--- src/hdl/bsnl_pkg.sv ---
// Shared types and constants for the bounded sorted neighbor list.
package bsnl_pkg;

   // Field widths of a request and a response transaction.
   localparam int INDEX_W = 16;
   localparam int KEY_W   = 32;
   localparam int RANK_W  = 5;
   localparam int CAP_W   = 6;
   localparam int COUNT_W = 6;

   // Default list depth and the capacity after reset.
   localparam int             DEPTH_DEFAULT = 32;
   localparam logic [CAP_W-1:0] CAP_RESET   = 6'd32;

   // Request operation codes.
   typedef enum logic [1:0] {
      MODE_INSERT = 2'd0,
      MODE_READ   = 2'd1,
      MODE_CLEAR  = 2'd2,
      MODE_NOP    = 2'd3
   } mode_type;

   // One stored neighbor: identifier and squared-distance key.
   typedef struct packed {
      logic [INDEX_W-1:0] index;
      logic [KEY_W-1:0]   key;
   } entry_type;

   // Insert command broadcast to every cell of the chain.
   typedef struct packed {
      logic      shift_en;
      entry_type entry;
   } ins_cmd_type;

   // Registered response payload.
   typedef struct packed {
      logic [INDEX_W-1:0] out_index;
      logic [KEY_W-1:0]   out_key;
      logic               out_valid;
      logic               accepted;
      logic [COUNT_W-1:0] count;
   } result_type;

endpackage

--- src/hdl/bsnl_if.sv ---
// Valid/ready channel interfaces for requests and responses.
interface bsnl_req_if;
   import bsnl_pkg::*;

   logic               valid;
   logic               ready;
   logic [1:0]         mode;
   logic [INDEX_W-1:0] entry_index;
   logic [KEY_W-1:0]   entry_key;
   logic [RANK_W-1:0]  read_rank;

   modport source (output valid, mode, entry_index, entry_key, read_rank, input ready);
   modport sink   (input valid, mode, entry_index, entry_key, read_rank, output ready);
endinterface

interface bsnl_rsp_if;
   import bsnl_pkg::*;

   logic               valid;
   logic               ready;
   logic [INDEX_W-1:0] out_index;
   logic [KEY_W-1:0]   out_key;
   logic               out_valid;
   logic               accepted;
   logic [COUNT_W-1:0] count;

   modport source (output valid, out_index, out_key, out_valid, accepted, count,
                   input ready);
   modport sink   (input valid, out_index, out_key, out_valid, accepted, count,
                   output ready);
endinterface

--- src/hdl/bsnl_cell.sv ---
// One cell of the sorted chain: holds one entry and shifts toward higher ranks.
module bsnl_cell (
   input  logic                   clock,
   input  bsnl_pkg::ins_cmd_type  cmd,
   input  logic                   cell_valid,
   input  logic                   left_less,
   input  bsnl_pkg::entry_type    left_entry,
   output bsnl_pkg::entry_type    entry,
   output logic                   less
);
   import bsnl_pkg::*;

   entry_type entry_ff;
   entry_type entry_in;

   // The held key sorts strictly before the offered key.
   assign less  = cell_valid && (entry_ff.key < cmd.entry.key);
   assign entry = entry_ff;

   // Keep when smaller, take the new entry at the boundary, else take the left neighbor.
   always_comb begin
      entry_in = entry_ff;
      if (cmd.shift_en && !less) begin
         if (left_less) begin
            entry_in = cmd.entry;
         end else begin
            entry_in = left_entry;
         end
      end
   end

   always_ff @(posedge clock) begin
      entry_ff <= entry_in;
   end

endmodule

--- src/hdl/bounded_sorted_neighbor_list_unit.sv ---
// A taken transaction's result is registered in the output register, unless a capacity write comes in the same cycle.
// Throughput: one transaction per cycle while req.ready is high; every cell compares and shifts together.
// The request side stalls only while a finished result waits and the response side is stalled.
// Reset clears the count and the response valid and sets capacity to 32; cell contents
// stay undefined and are never read before they are written.
module bounded_sorted_neighbor_list_unit #(
   parameter int DEPTH = bsnl_pkg::DEPTH_DEFAULT
) (
   input  logic                       clock,
   input  logic                       reset,
   input  logic                       csr_wr_en,
   input  logic [bsnl_pkg::CAP_W-1:0] csr_wr_data,
   bsnl_req_if.sink                   req,
   bsnl_rsp_if.source                 rsp
);
   import bsnl_pkg::*;

   localparam int CNT_W = $clog2(DEPTH + 1);

   logic [CAP_W-1:0] capacity_ff, capacity_in;
   logic [CNT_W-1:0] count_ff, count_in;
   logic             rsp_valid_ff, rsp_valid_in;
   result_type       result_ff, result_in;

   ins_cmd_type      cmd;
   entry_type        cell_entry [DEPTH];
   logic [DEPTH-1:0] cell_valid;
   logic [DEPTH-1:0] cell_less;
   logic [CNT_W-1:0] eff_cap;
   logic [CNT_W-1:0] new_eff_cap;
   logic             fire;
   logic             full;
   logic             accepted;
   logic [KEY_W-1:0] last_key;
   entry_type        read_entry;
   logic             read_ok;

   // Clamp a raw capacity value into the range one to DEPTH.
   function automatic logic [CNT_W-1:0] clamp_cap(input logic [CAP_W-1:0] raw);
      logic [CNT_W-1:0] c;
      if (raw == '0) begin
         c = CNT_W'(1);
      end else if (int'(raw) > DEPTH) begin
         c = CNT_W'(DEPTH);
      end else begin
         c = CNT_W'(raw);
      end
      return c;
   endfunction

   assign eff_cap     = clamp_cap(capacity_ff);
   assign new_eff_cap = clamp_cap(csr_wr_data);

   // Handshake: the output register frees up when its result is taken.
   assign req.ready = !rsp_valid_ff || rsp.ready;
   assign fire      = req.valid && req.ready;

   // Insert command broadcast along the chain; a dropped insert moves nothing.
   assign cmd.shift_en    = fire && (mode_type'(req.mode) == MODE_INSERT) && accepted;
   assign cmd.entry.index = req.entry_index;
   assign cmd.entry.key   = req.entry_key;

   // Chain of cells; cell zero sees an always-smaller left neighbor.
   for (genvar i = 0; i < DEPTH; i++) begin : g_cell
      assign cell_valid[i] = count_ff > CNT_W'(i);
      if (i == 0) begin : g_head
         bsnl_cell u_cell (
            .clock      (clock),
            .cmd        (cmd),
            .cell_valid (cell_valid[i]),
            .left_less  (1'b1),
            .left_entry (cmd.entry),
            .entry      (cell_entry[i]),
            .less       (cell_less[i])
         );
      end else begin : g_body
         bsnl_cell u_cell (
            .clock      (clock),
            .cmd        (cmd),
            .cell_valid (cell_valid[i]),
            .left_less  (cell_less[i-1]),
            .left_entry (cell_entry[i-1]),
            .entry      (cell_entry[i]),
            .less       (cell_less[i])
         );
      end
   end

   // Largest held key, found in the last valid cell of the chain.
   always_comb begin
      last_key = '0;
      for (int i = 0; i < DEPTH; i++) begin
         if (count_ff == CNT_W'(i + 1)) begin
            last_key = cell_entry[i].key;
         end
      end
   end

   // A full list drops the key unless it is below the largest held key.
   assign full     = count_ff >= eff_cap;
   assign accepted = !full || (req.entry_key < last_key);

   // Read selection over the cells by rank.
   always_comb begin
      read_entry = '0;
      for (int i = 0; i < DEPTH; i++) begin
         if (int'(req.read_rank) == i) begin
            read_entry = cell_entry[i];
         end
      end
   end
   assign read_ok = CNT_W'(req.read_rank) < count_ff && int'(req.read_rank) < DEPTH;

   // Next count, capacity and result for the current transaction.
   always_comb begin
      capacity_in  = capacity_ff;
      count_in     = count_ff;
      rsp_valid_in = rsp_valid_ff;
      result_in    = result_ff;
      if (rsp_valid_ff && rsp.ready) begin
         rsp_valid_in = 1'b0;
      end
      if (csr_wr_en) begin
         capacity_in = csr_wr_data;
         if (count_ff > new_eff_cap) begin
            count_in = new_eff_cap;
         end
      end else if (fire) begin
         rsp_valid_in = 1'b1;
         result_in    = '0;
         case (mode_type'(req.mode))
            MODE_INSERT: begin
               result_in.accepted = accepted;
               if (accepted && !full) begin
                  count_in = count_ff + CNT_W'(1);
               end
            end
            MODE_READ: begin
               if (read_ok) begin
                  result_in.out_index = read_entry.index;
                  result_in.out_key   = read_entry.key;
                  result_in.out_valid = 1'b1;
               end
            end
            MODE_CLEAR: begin
               count_in = '0;
            end
            default: begin
               count_in = count_ff;
            end
         endcase
         result_in.count = COUNT_W'(count_in);
      end
   end

   // Control state.
   always_ff @(posedge clock) begin
      if (reset) begin
         capacity_ff  <= CAP_RESET;
         count_ff     <= '0;
         rsp_valid_ff <= 1'b0;
      end else begin
         capacity_ff  <= capacity_in;
         count_ff     <= count_in;
         rsp_valid_ff <= rsp_valid_in;
      end
   end

   // Response payload register.
   always_ff @(posedge clock) begin
      result_ff <= result_in;
   end

   assign rsp.valid     = rsp_valid_ff;
   assign rsp.out_index = result_ff.out_index;
   assign rsp.out_key   = result_ff.out_key;
   assign rsp.out_valid = result_ff.out_valid;
   assign rsp.accepted  = result_ff.accepted;
   assign rsp.count     = result_ff.count;

endmodule
--- src/flat_wrapper.sv ---
// flat-port wrapper written by rule: the top's interface ports become plain ports
module bounded_sorted_neighbor_list_unit_flat import bsnl_pkg::*;
#(
   parameter int DEPTH = bsnl_pkg::DEPTH_DEFAULT
)
  (clock, reset, csr_wr_en, csr_wr_data, req_valid, req_mode, req_entry_index, req_entry_key, req_read_rank, req_ready, rsp_valid, rsp_out_index, rsp_out_key, rsp_out_valid, rsp_accepted, rsp_count, rsp_ready);
  bsnl_req_if req_i ();
  bsnl_rsp_if rsp_i ();
  input  logic clock;
  input  logic reset;
  input  logic csr_wr_en;
  input  logic [bsnl_pkg::CAP_W-1:0] csr_wr_data;
  input wire logic [$bits(req_i.valid)-1:0] req_valid;
  input wire logic [$bits(req_i.mode)-1:0] req_mode;
  input wire logic [$bits(req_i.entry_index)-1:0] req_entry_index;
  input wire logic [$bits(req_i.entry_key)-1:0] req_entry_key;
  input wire logic [$bits(req_i.read_rank)-1:0] req_read_rank;
  output wire logic [$bits(req_i.ready)-1:0] req_ready;
  output wire logic [$bits(rsp_i.valid)-1:0] rsp_valid;
  output wire logic [$bits(rsp_i.out_index)-1:0] rsp_out_index;
  output wire logic [$bits(rsp_i.out_key)-1:0] rsp_out_key;
  output wire logic [$bits(rsp_i.out_valid)-1:0] rsp_out_valid;
  output wire logic [$bits(rsp_i.accepted)-1:0] rsp_accepted;
  output wire logic [$bits(rsp_i.count)-1:0] rsp_count;
  input wire logic [$bits(rsp_i.ready)-1:0] rsp_ready;
  assign req_i.valid = req_valid;
  assign req_i.mode = req_mode;
  assign req_i.entry_index = req_entry_index;
  assign req_i.entry_key = req_entry_key;
  assign req_i.read_rank = req_read_rank;
  assign req_ready = req_i.ready;
  assign rsp_valid = rsp_i.valid;
  assign rsp_out_index = rsp_i.out_index;
  assign rsp_out_key = rsp_i.out_key;
  assign rsp_out_valid = rsp_i.out_valid;
  assign rsp_accepted = rsp_i.accepted;
  assign rsp_count = rsp_i.count;
  assign rsp_i.ready = rsp_ready;
  bounded_sorted_neighbor_list_unit #(.DEPTH(DEPTH)) u_core (.clock(clock), .reset(reset), .csr_wr_en(csr_wr_en), .csr_wr_data(csr_wr_data), .req(req_i), .rsp(rsp_i));
endmodule
--- config.mk ---
export PLATFORM = sky130hd
export DESIGN_NAME = bounded_sorted_neighbor_list_unit_flat
export DESIGN_NICKNAME = d
export VERILOG_FILES = /design/src/hdl/bsnl_pkg.sv /design/src/hdl/bsnl_if.sv /design/src/hdl/bsnl_cell.sv /design/src/hdl/bounded_sorted_neighbor_list_unit.sv /design/src/flat_wrapper.sv
export SDC_FILE = /design/constraint.sdc
export NUM_CORES = 2
export LEC_CHECK = 0
export ABC_CLOCK_PERIOD_IN_PS = 10600
export BUFFER_PORTS_ARGS = -buffer_cell sky130_fd_sc_hd__buf_2
export CELL_PAD_IN_SITES_DETAIL_PLACEMENT = 1
export CELL_PAD_IN_SITES_GLOBAL_PLACEMENT = 1
export CORE_MARGIN = 2
export CORE_UTILIZATION = 40
export DETAILED_ROUTE_END_ITERATION = 16
export HOLD_SLACK_MARGIN = 0.06
export PLACE_DENSITY_LB_ADDON = 0.1
export SYNTH_ARGS = -nofsm -noshare
export SYNTH_HDL_FRONTEND = slang
export SYNTH_SLANG_ARGS = --single-unit
--- constraint.sdc ---
create_clock -name clock -period 10.6 [get_ports clock]
set_input_delay 1.06 -clock clock [delete_from_list [all_inputs] [get_ports clock]]
set_output_delay 1.06 -clock clock [all_outputs]
set_load 0.02 [all_outputs]
==> Word level (Yosys, flattened, before mapping) <==
Cells that the tools add are included.
{ "op_classes": {"magnitude_cmp": 70, "n_eq_ne": 66, "n_addsub": 1, "bitwise": 1, "n_mux": 108, "n_reduce_logical": 113} }
{ "ops": {"columns": ["op", "count"], "rows": [
  ["48-bit two-way mux", 63],
  ["32-bit < comparator", 33],
  ["32-bit two-way mux", 32],
  ["6-bit by 5-bit equality test with 1-bit output (second input constant)", 16],
  ["6-bit by 5-bit greater-than comparator with 1-bit output (second input constant)", 16],
  ["5-bit equality test (second input constant)", 16],
  ["1-bit logical AND", 69],
  ["6-bit by 4-bit equality test with 1-bit output (second input constant)", 8],
  ["6-bit by 4-bit greater-than comparator with 1-bit output (second input constant)", 8],
  ["6-bit two-way mux", 8],
  ["5-bit by 4-bit equality test with 1-bit output (second input constant)", 8],
  ["1-bit logical NOT", 34],
  ["6-bit by 3-bit equality test with 1-bit output (second input constant)", 4],
  ["6-bit by 3-bit greater-than comparator with 1-bit output (second input constant)", 4],
  ["5-bit by 3-bit equality test with 1-bit output (second input constant)", 4],
  ["6-bit by 2-bit equality test with 1-bit output (second input constant)", 2],
  ["6-bit by 1-bit greater-than comparator with 1-bit output (second input constant)", 2],
  ["6-bit by 2-bit greater-than comparator with 1-bit output (second input constant)", 2],
  ["6-bit greater-than comparator (second input constant)", 2],
  ["6-bit logical NOT", 2],
  ["6-bit one-hot mux with 2 select lines", 1],
  ["5-bit by 2-bit equality test with 1-bit output (second input constant)", 2],
  ["6-bit by 1-bit adder with 6-bit output (second input constant)", 1],
  ["6-bit by 1-bit equality test with 1-bit output (second input constant)", 1],
  ["15 further kinds", 21]
]} }
{ "word_totals": {"out_inout_bits": 58, "ff_bits": 1605} }

==> Logic depth before layout (Yosys ltp) <==
{ "logic_depth": {"word_depth": 40, "ltp_mapped": 24} }

==> Hierarchy <==
Synthesis repeated with hierarchy kept, for this count alone.
{ "hier_totals": {"hier_cells": 10413, "hier_area_um2": 113680.3} }
{ "modules_own_cells": {"columns": ["mod", "cells_per_inst", "seq_area_each_um2", "area_per_inst_um2", "instances"], "rows": [
  ["bsnl_cell (u_core.g_cell[0].g_head.u_cell ...)", 219, 1441.4, 2831.5, 24],
  ["bounded_sorted_neighbor_list_unit", 3462, 1941.9, 23052.1, 1],
  ["bsnl_cell (u_core.g_cell[3].g_body.u_cell ...)", 212, 1441.4, 2834.0, 7],
  ["bsnl_cell (u_core.g_cell[31].g_body.u_cell)", 211, 1441.4, 2835.2, 1]
]} }

==> Worst setup path before layout <==
Ideal clock, no wire load.
{ "synth_timing": {"kind": "flip-flop to flip-flop", "start": "register u_core.count_ff[0]", "end": "register u_core.g_cell[31].g_body.u_cell.entry_ff (netlist bit u_core.g_cell[31].g_body.u_cell.entry[0]), enable pin", "path_stages_with_launch": 25, "synth_period_minus_slack_ns": 7.471, "path_slack_ns": 3.129, "required_ns": 10.117, "arrival_time_ns": 6.988, "cell_sequence": "dfxtp_1 clkbuf_1 inv_1 ha_1 clkbuf_1 or3b_2 nor3_1 clkbuf_1 buf_2 a22oi_1 nand4_1 a211o_1 a21oi_1 nor3_1 nor2_1 ha_1 a21o_1 a21o_1 a221oi_1 o211ai_1 nor4_1 o21a_1 o31ai_4 buf_4 a31oi_1"} }
{ "synth_between": {"elab_chain_len": 37, "elab_cells_between_ends": 73} }
{ "synth_lines": {"columns": ["element", "line", "rtl"], "rows": [
  ["from (decl)", "bounded_sorted_neighbor_list_unit.sv:21", "logic [CNT_W-1:0] count_ff, count_in;"],
  ["from (signal assigned)", "bounded_sorted_neighbor_list_unit.sv:164", "count_ff <= count_in;"],
  ["6-bit by 1-bit equality test with 1-bit output", "bounded_sorted_neighbor_list_unit.sv:93", "if (count_ff == CNT_W'(i + 1)) begin"],
  ["32-bit two-way mux (32 in series)", "bounded_sorted_neighbor_list_unit.sv:93", null],
  ["32-bit < comparator", "bounded_sorted_neighbor_list_unit.sv:101", "assign accepted = !full || (req.entry_key < last_key);"],
  ["1-bit logical OR", "bounded_sorted_neighbor_list_unit.sv:101", null],
  ["1-bit logical AND", "bounded_sorted_neighbor_list_unit.sv:59", "assign cmd.shift_en = fire && (mode_type'(req.mode) == MODE_INSERT) && accepted;"],
  ["1-bit logical AND *", "bsnl_cell.sv:23", "if (cmd.shift_en && !less) begin"],
  ["to (signal assigned)", "bsnl_cell.sv:33", "entry_ff <= entry_in;"],
  ["to (decl)", "bsnl_cell.sv:13", "entry_type entry_ff;"]
]} }
Mark *: on every way between the ends. The rest lies on a longest branch, timed or not.
A chain may end at the register's enable or synchronous reset.

==> Final worst setup path <==
{ "layout_timing": {"start": "register u_core.count_ff[1]", "end": "register u_core.g_cell[30].g_body.u_cell.entry_ff (netlist bit u_core.g_cell[30].g_body.u_cell.entry[26]), enable pin"} }
{ "layout_between": {"elab_chain_len": 37, "elab_cells_between_ends": 73} }
{ "layout_lines": {"columns": ["element", "line"], "rows": [
  ["6-bit by 1-bit equality test with 1-bit output", "bounded_sorted_neighbor_list_unit.sv:93"],
  ["32-bit two-way mux (32 in series)", "bounded_sorted_neighbor_list_unit.sv:93"],
  ["32-bit < comparator", "bounded_sorted_neighbor_list_unit.sv:101"],
  ["1-bit logical OR", "bounded_sorted_neighbor_list_unit.sv:101"],
  ["1-bit logical AND", "bounded_sorted_neighbor_list_unit.sv:59"],
  ["1-bit logical AND *", "bsnl_cell.sv:23"],
  ["to (signal assigned)", "bsnl_cell.sv:33"],
  ["to (decl)", "bsnl_cell.sv:13"]
]} }
Marks and branches as above.

==> impl_metrics.prom <==
# TYPE chip_impl_metric gauge
chip_impl_info{name="outcome",value="complete, but fails checks"} 1
chip_impl_info{name="failed_checks",value="capacitance limit, slew limit"} 1
chip_impl_metric{name="detailed_route_wire_length",unit="um"} 623000
chip_impl_metric{name="globalplace.congestion",unit=""} 1.09
chip_impl_metric{name="syn_warnings",unit=""} 0
chip_impl_metric{name="max_freq",unit="MHz"} 104
chip_impl_metric{name="drt_iter0_drc",unit=""} 14551
chip_impl_metric{name="multi_input_comb_area",unit="sq mm"} 0.0583
chip_impl_info{name="tritoncts",value="done"} 1
chip_impl_metric{name="ys_ff_latch",unit=""} 1605
chip_impl_metric{name="final_nets",unit=""} 10376
chip_impl_metric{name="finalSetupTns",unit="ns"} 0
chip_impl_metric{name="ioPinCount",unit=""} 124
chip_impl_metric{name="hold_buffers",unit=""} 0
chip_impl_metric{name="drt-wirelength-per-cell",unit="um"} 47.8
chip_impl_metric{name="antenna_left",unit=""} 0
chip_impl_info{name="worstSetupStartpointType",value="flop"} 1
chip_impl_info{name="clk_root_buffer_cell",value="clkbuf_16"} 1
chip_impl_info{name="timing_worst_setup_path_type",value="reg -> reg"} 1
chip_impl_metric{name="crit_required",unit="ns"} 11.12
chip_impl_metric{name="power.ir.vdd_worst",unit="V"} 0.000154
chip_impl_metric{name="synthesis.area_per_instance",unit="sq um"} 11.8
chip_impl_metric{name="hold_viol",unit=""} 0
chip_impl_metric{name="num_vias",unit=""} 95246
chip_impl_metric{name="clock_tree.buffer_depth",unit=""} 4
chip_impl_metric{name="cts_inserted_buffers",unit=""} 201
chip_impl_metric{name="layout-area-overhead-vs-synth",unit="%"} 11.7
chip_impl_metric{name="drive_gt1_share",unit="%"} 26.3
chip_impl_metric{name="min_period_over_period",unit="%"} 90.3
chip_impl_metric{name="core-area",unit="sq mm"} 0.271
chip_impl_metric{name="dieArea",unit="sq mm"} 0.276
chip_impl_metric{name="initial_utilization",unit="%"} 40.2
chip_impl_metric{name="grt_pass1_wl",unit="um"} 833000
chip_impl_metric{name="seq_area_frac_synth",unit="%"} 44.2
chip_impl_metric{name="drt-pass1-iter-count",unit=""} 9
chip_impl_metric{name="path_clk_slew",unit="ns"} 0.06
chip_impl_metric{name="finalWorstPathRequiredPeriod",unit="ns"} 9.58
chip_impl_info{name="postSynth.topFlopCell",value="edfxtp_1"} 1
chip_impl_info{name="class_of_the_most_critical_hold_timing_path",value="in -> reg"} 1
chip_impl_metric{name="critical_path_arrival",unit="ns"} 10.09
chip_impl_metric{name="final_critical_path_setup_slack",unit="ns"} 1.02
chip_impl_metric{name="portBuffers",unit=""} 123
chip_impl_info{name="rsz0062_at_grt",value="false"} 1
chip_impl_metric{name="tightestPinTransition",unit="ns"} 1.68
chip_impl_metric{name="worst_clock_skew",unit="ns"} 0.104
chip_impl_metric{name="cap_viol_max_count",unit=""} 1
chip_impl_metric{name="remaining_max_slew_budget_at_the_tightest_pin",unit="%"} -13.2
chip_impl_metric{name="mapped_nets",unit=""} 10316
chip_impl_metric{name="power_per_cell_area",unit="mW/mm^2"} 157
chip_impl_metric{name="smallest_hold_slack",unit="ns"} 0.435
chip_impl_metric{name="synth.lib_cells_used.distinct",unit=""} 97
chip_impl_metric{name="ctsResizeCount",unit=""} 0
chip_impl_metric{name="register_area",unit="sq mm"} 0.0481
chip_impl_info{name="cp_endpoint_kind",value="flop"} 1
chip_impl_metric{name="drc",unit=""} 0
chip_impl_metric{name="antenna_found_initial",unit=""} 91
chip_impl_metric{name="cts_post_setup_buffers_inserted",unit=""} 0
chip_impl_metric{name="global_route.overflow_total",unit=""} 0
chip_impl_metric{name="cellLeakagePower",unit="nW"} 44.3
chip_impl_metric{name="report.final.setup_viol",unit=""} 0
chip_impl_metric{name="synth_edf_count",unit=""} 1592
chip_impl_metric{name="clock_tree.htree_level_count",unit=""} 4
chip_impl_metric{name="post_drt_via_cell_ratio",unit=""} 7.30
chip_impl_metric{name="overall_fraction_of_global_route_tracks_in_use",unit="%"} 43.7
chip_impl_metric{name="timing.final.max_slew_violations",unit=""} 3
chip_impl_metric{name="row_count",unit=""} 191
chip_impl_metric{name="filler_cell_count",unit=""} 28126
chip_impl_metric{name="dieHeight",unit="um"} 525
chip_impl_metric{name="grt_pass1_vias",unit=""} 93773
chip_impl_metric{name="dp.final_hpwl",unit="um"} 475000
chip_impl_metric{name="worstSkewPairLatency",unit="ns"} 0.98
chip_impl_metric{name="preCtsSetupSlack",unit="ns"} 1.46
chip_impl_metric{name="die_width",unit="um"} 525
chip_impl_metric{name="async_flop_share",unit="%"} 0
chip_impl_metric{name="grt_max_degree",unit=""} 66
chip_impl_metric{name="syn_inst",unit=""} 9207
chip_impl_metric{name="cp_max_fo",unit=""} 36
chip_impl_metric{name="design_power_total",unit="mW"} 19.1
chip_impl_metric{name="clock_sinks",unit=""} 1605
chip_impl_metric{name="post_synth_instance_area",unit="sq mm"} 0.109
routing by layer:
metal,track usage [%],vias to the layer above,share of wire [%]
li1,-,37552,-
met1,57.1,49977,40
met2,64.1,6264,42
met3,13.0,1411,11
met4,25.3,42,6.6
met5,0,-,0.043
synthesized netlist by cell type (32+ instances only):
master	number	share of area [%]
a2111oi_0	41	0.33
a211o_1	56	0.45
a211oi_1	124	0.86
a21o_1	222	1.5
a21oi_1	482	2.2
a221o_1	70	0.64
a221oi_1	153	1.2
a222oi_1	65	0.60
a22oi_1	230	1.6
a31oi_1	58	0.33
and4_1	37	0.30
buf_1	59	0.20
buf_2	155	0.71
clkbuf_1	432	1.5
edfxtp_1	1592	44
ha_1	1043	12
inv_1	96	0.33
mux2_1	38	0.39
mux2_2	1462	15
mux2i_1	87	0.80
nand2_1	292	1.0
nand2b_1	69	0.40
nand3_1	120	0.55
nand4_1	166	0.95
nor2_1	406	1.4
nor2b_1	90	0.52
nor3_1	179	0.82
nor4_1	35	0.20
o2111ai_1	36	0.29
o211ai_1	52	0.36
o21a_1	55	0.38
o21ai_0	374	1.7
o21ai_1	32	0.15
o221ai_1	154	1.2
o22ai_1	259	1.5
cells by family (layout without fill, tap and decap cells):
kind of cell | count (synthesis) | in the layout | synth area share, %
muxes | 1612 | 1612 | 16.8
AOI/OAI and AO/OA | 2656 | 2656 | 17.0
other | 0 | 49 | 0
xor gates and xnor gates | 4 | 4 | 0.0322
DFF | 1605 | 1605 | 44.2
adders and majority gates | 1043 | 1043 | 12.0
buffers and inverters | 772 | 986 | 2.97
and+or+nand+nor | 1515 | 1515 | 6.99
registers in the layout, indices dropped and copies added (netlist names), 6 cells and up:
signal	cells
u_core.capacity_ff	6
u_core.g_cell.g_head.u_cell.entry	48
u_core.rsp.out_index	16
u_core.rsp.count	6
u_core.rsp.out_key	32
u_core.count_ff	6
u_core.g_cell.g_body.u_cell.entry	1488
cells in the final DEF (no fill, tap or decap), types with 57 or more instances in the layout:
cell          n
a211oi_1    124
a21o_1      222
a21oi_1     474
a221o_1      69
a221oi_1    153
a222oi_1     65
a22oi_1     230
a31oi_1      57
buf_2       119
buf_4       403
clkbuf_16   205
edfxtp_1   1592
ha_1       1043
inv_1        77
mux2_2     1462
mux2i_1      87
nand2_1     284
nand2b_1     67
nand3_1     119
nand4_1     166
nor2_1      366
nor2b_1      69
nor3_1      163
o21ai_0     365
o221ai_1    154
o22ai_1     257
area by class of cell:
cell class	count	share of cell area (%)
clock buffer	255	4.39
inverter	98	0.303
timing repair buffer	531	3.10
sequential	1605	39.6
clock inverter	102	0.851
tap	3570	3.68
antenna	49	0.101
multi-input combinational	6830	48.0
power breakdown:
| part | total (mW) | leakage [nW] | internal [mW] | switching, mW |
|---|---|---|---|---|
| Clock | 7.01 | 3.10 | 3.98 | 3.03 |
| Sequential | 8.27 | 14.7 | 7.61 | 0.659 |
| Combinational | 3.78 | 26.5 | 1.36 | 2.42 |
through the flow:
| step | utilization, % | instances | area [sq um] |
|---|---|---|---|
| floorplan | - | 9207 | 109000 |
| global placement | 42.5 | 12633 | 115000 |
| detailed placement | 42.5 | 12633 | 115000 |
| CTS | 44.8 | 12990 | 121000 |
| global route | 44.8 | 12992 | 121000 |
| finish | 44.9 | 13040 | 121000 |
critical path: stages (launching register included):
cell,delay [ns]
dfxtp_1,0.47
buf_4,0.30
inv_1,0.25
ha_1,0.26
buf_4,0.23
and3b_1,0.22
o21ai_0,0.36
nand4_1,0.69
buf_4,0.45
a211o_1,0.28
a211oi_1,0.96
nor4_1,0.18
a2111oi_2,0.78
o22a_1,0.22
ha_1,0.24
a21o_1,0.18
a211oi_1,0.23
o21ai_0,0.13
a21oi_1,0.57
o21ba_2,0.24
o31ai_4,0.28
buf_12,0.30
buf_12,0.17
nor2_4,0.38
buf_4,0.64
path summary, 6_finish.rpt:
kind	startpoint	slack, ns	depth (start not counted)	endpoint
setup / recovery	u_core.count_ff[1]	1.02	24	u_core.g_cell[30].g_body.u_cell.entry[26]
hold / removal	csr_wr_data[0]	0.44	3	u_core.capacity_ff[0]
setup reg to reg	u_core.count_ff[1]	1.02	24	u_core.g_cell[30].g_body.u_cell.entry[26]
hold reg to reg	u_core.capacity_ff[5]	0.52	2	u_core.capacity_ff[5]
No activity file was read; power rests on OpenSTA's default activity.
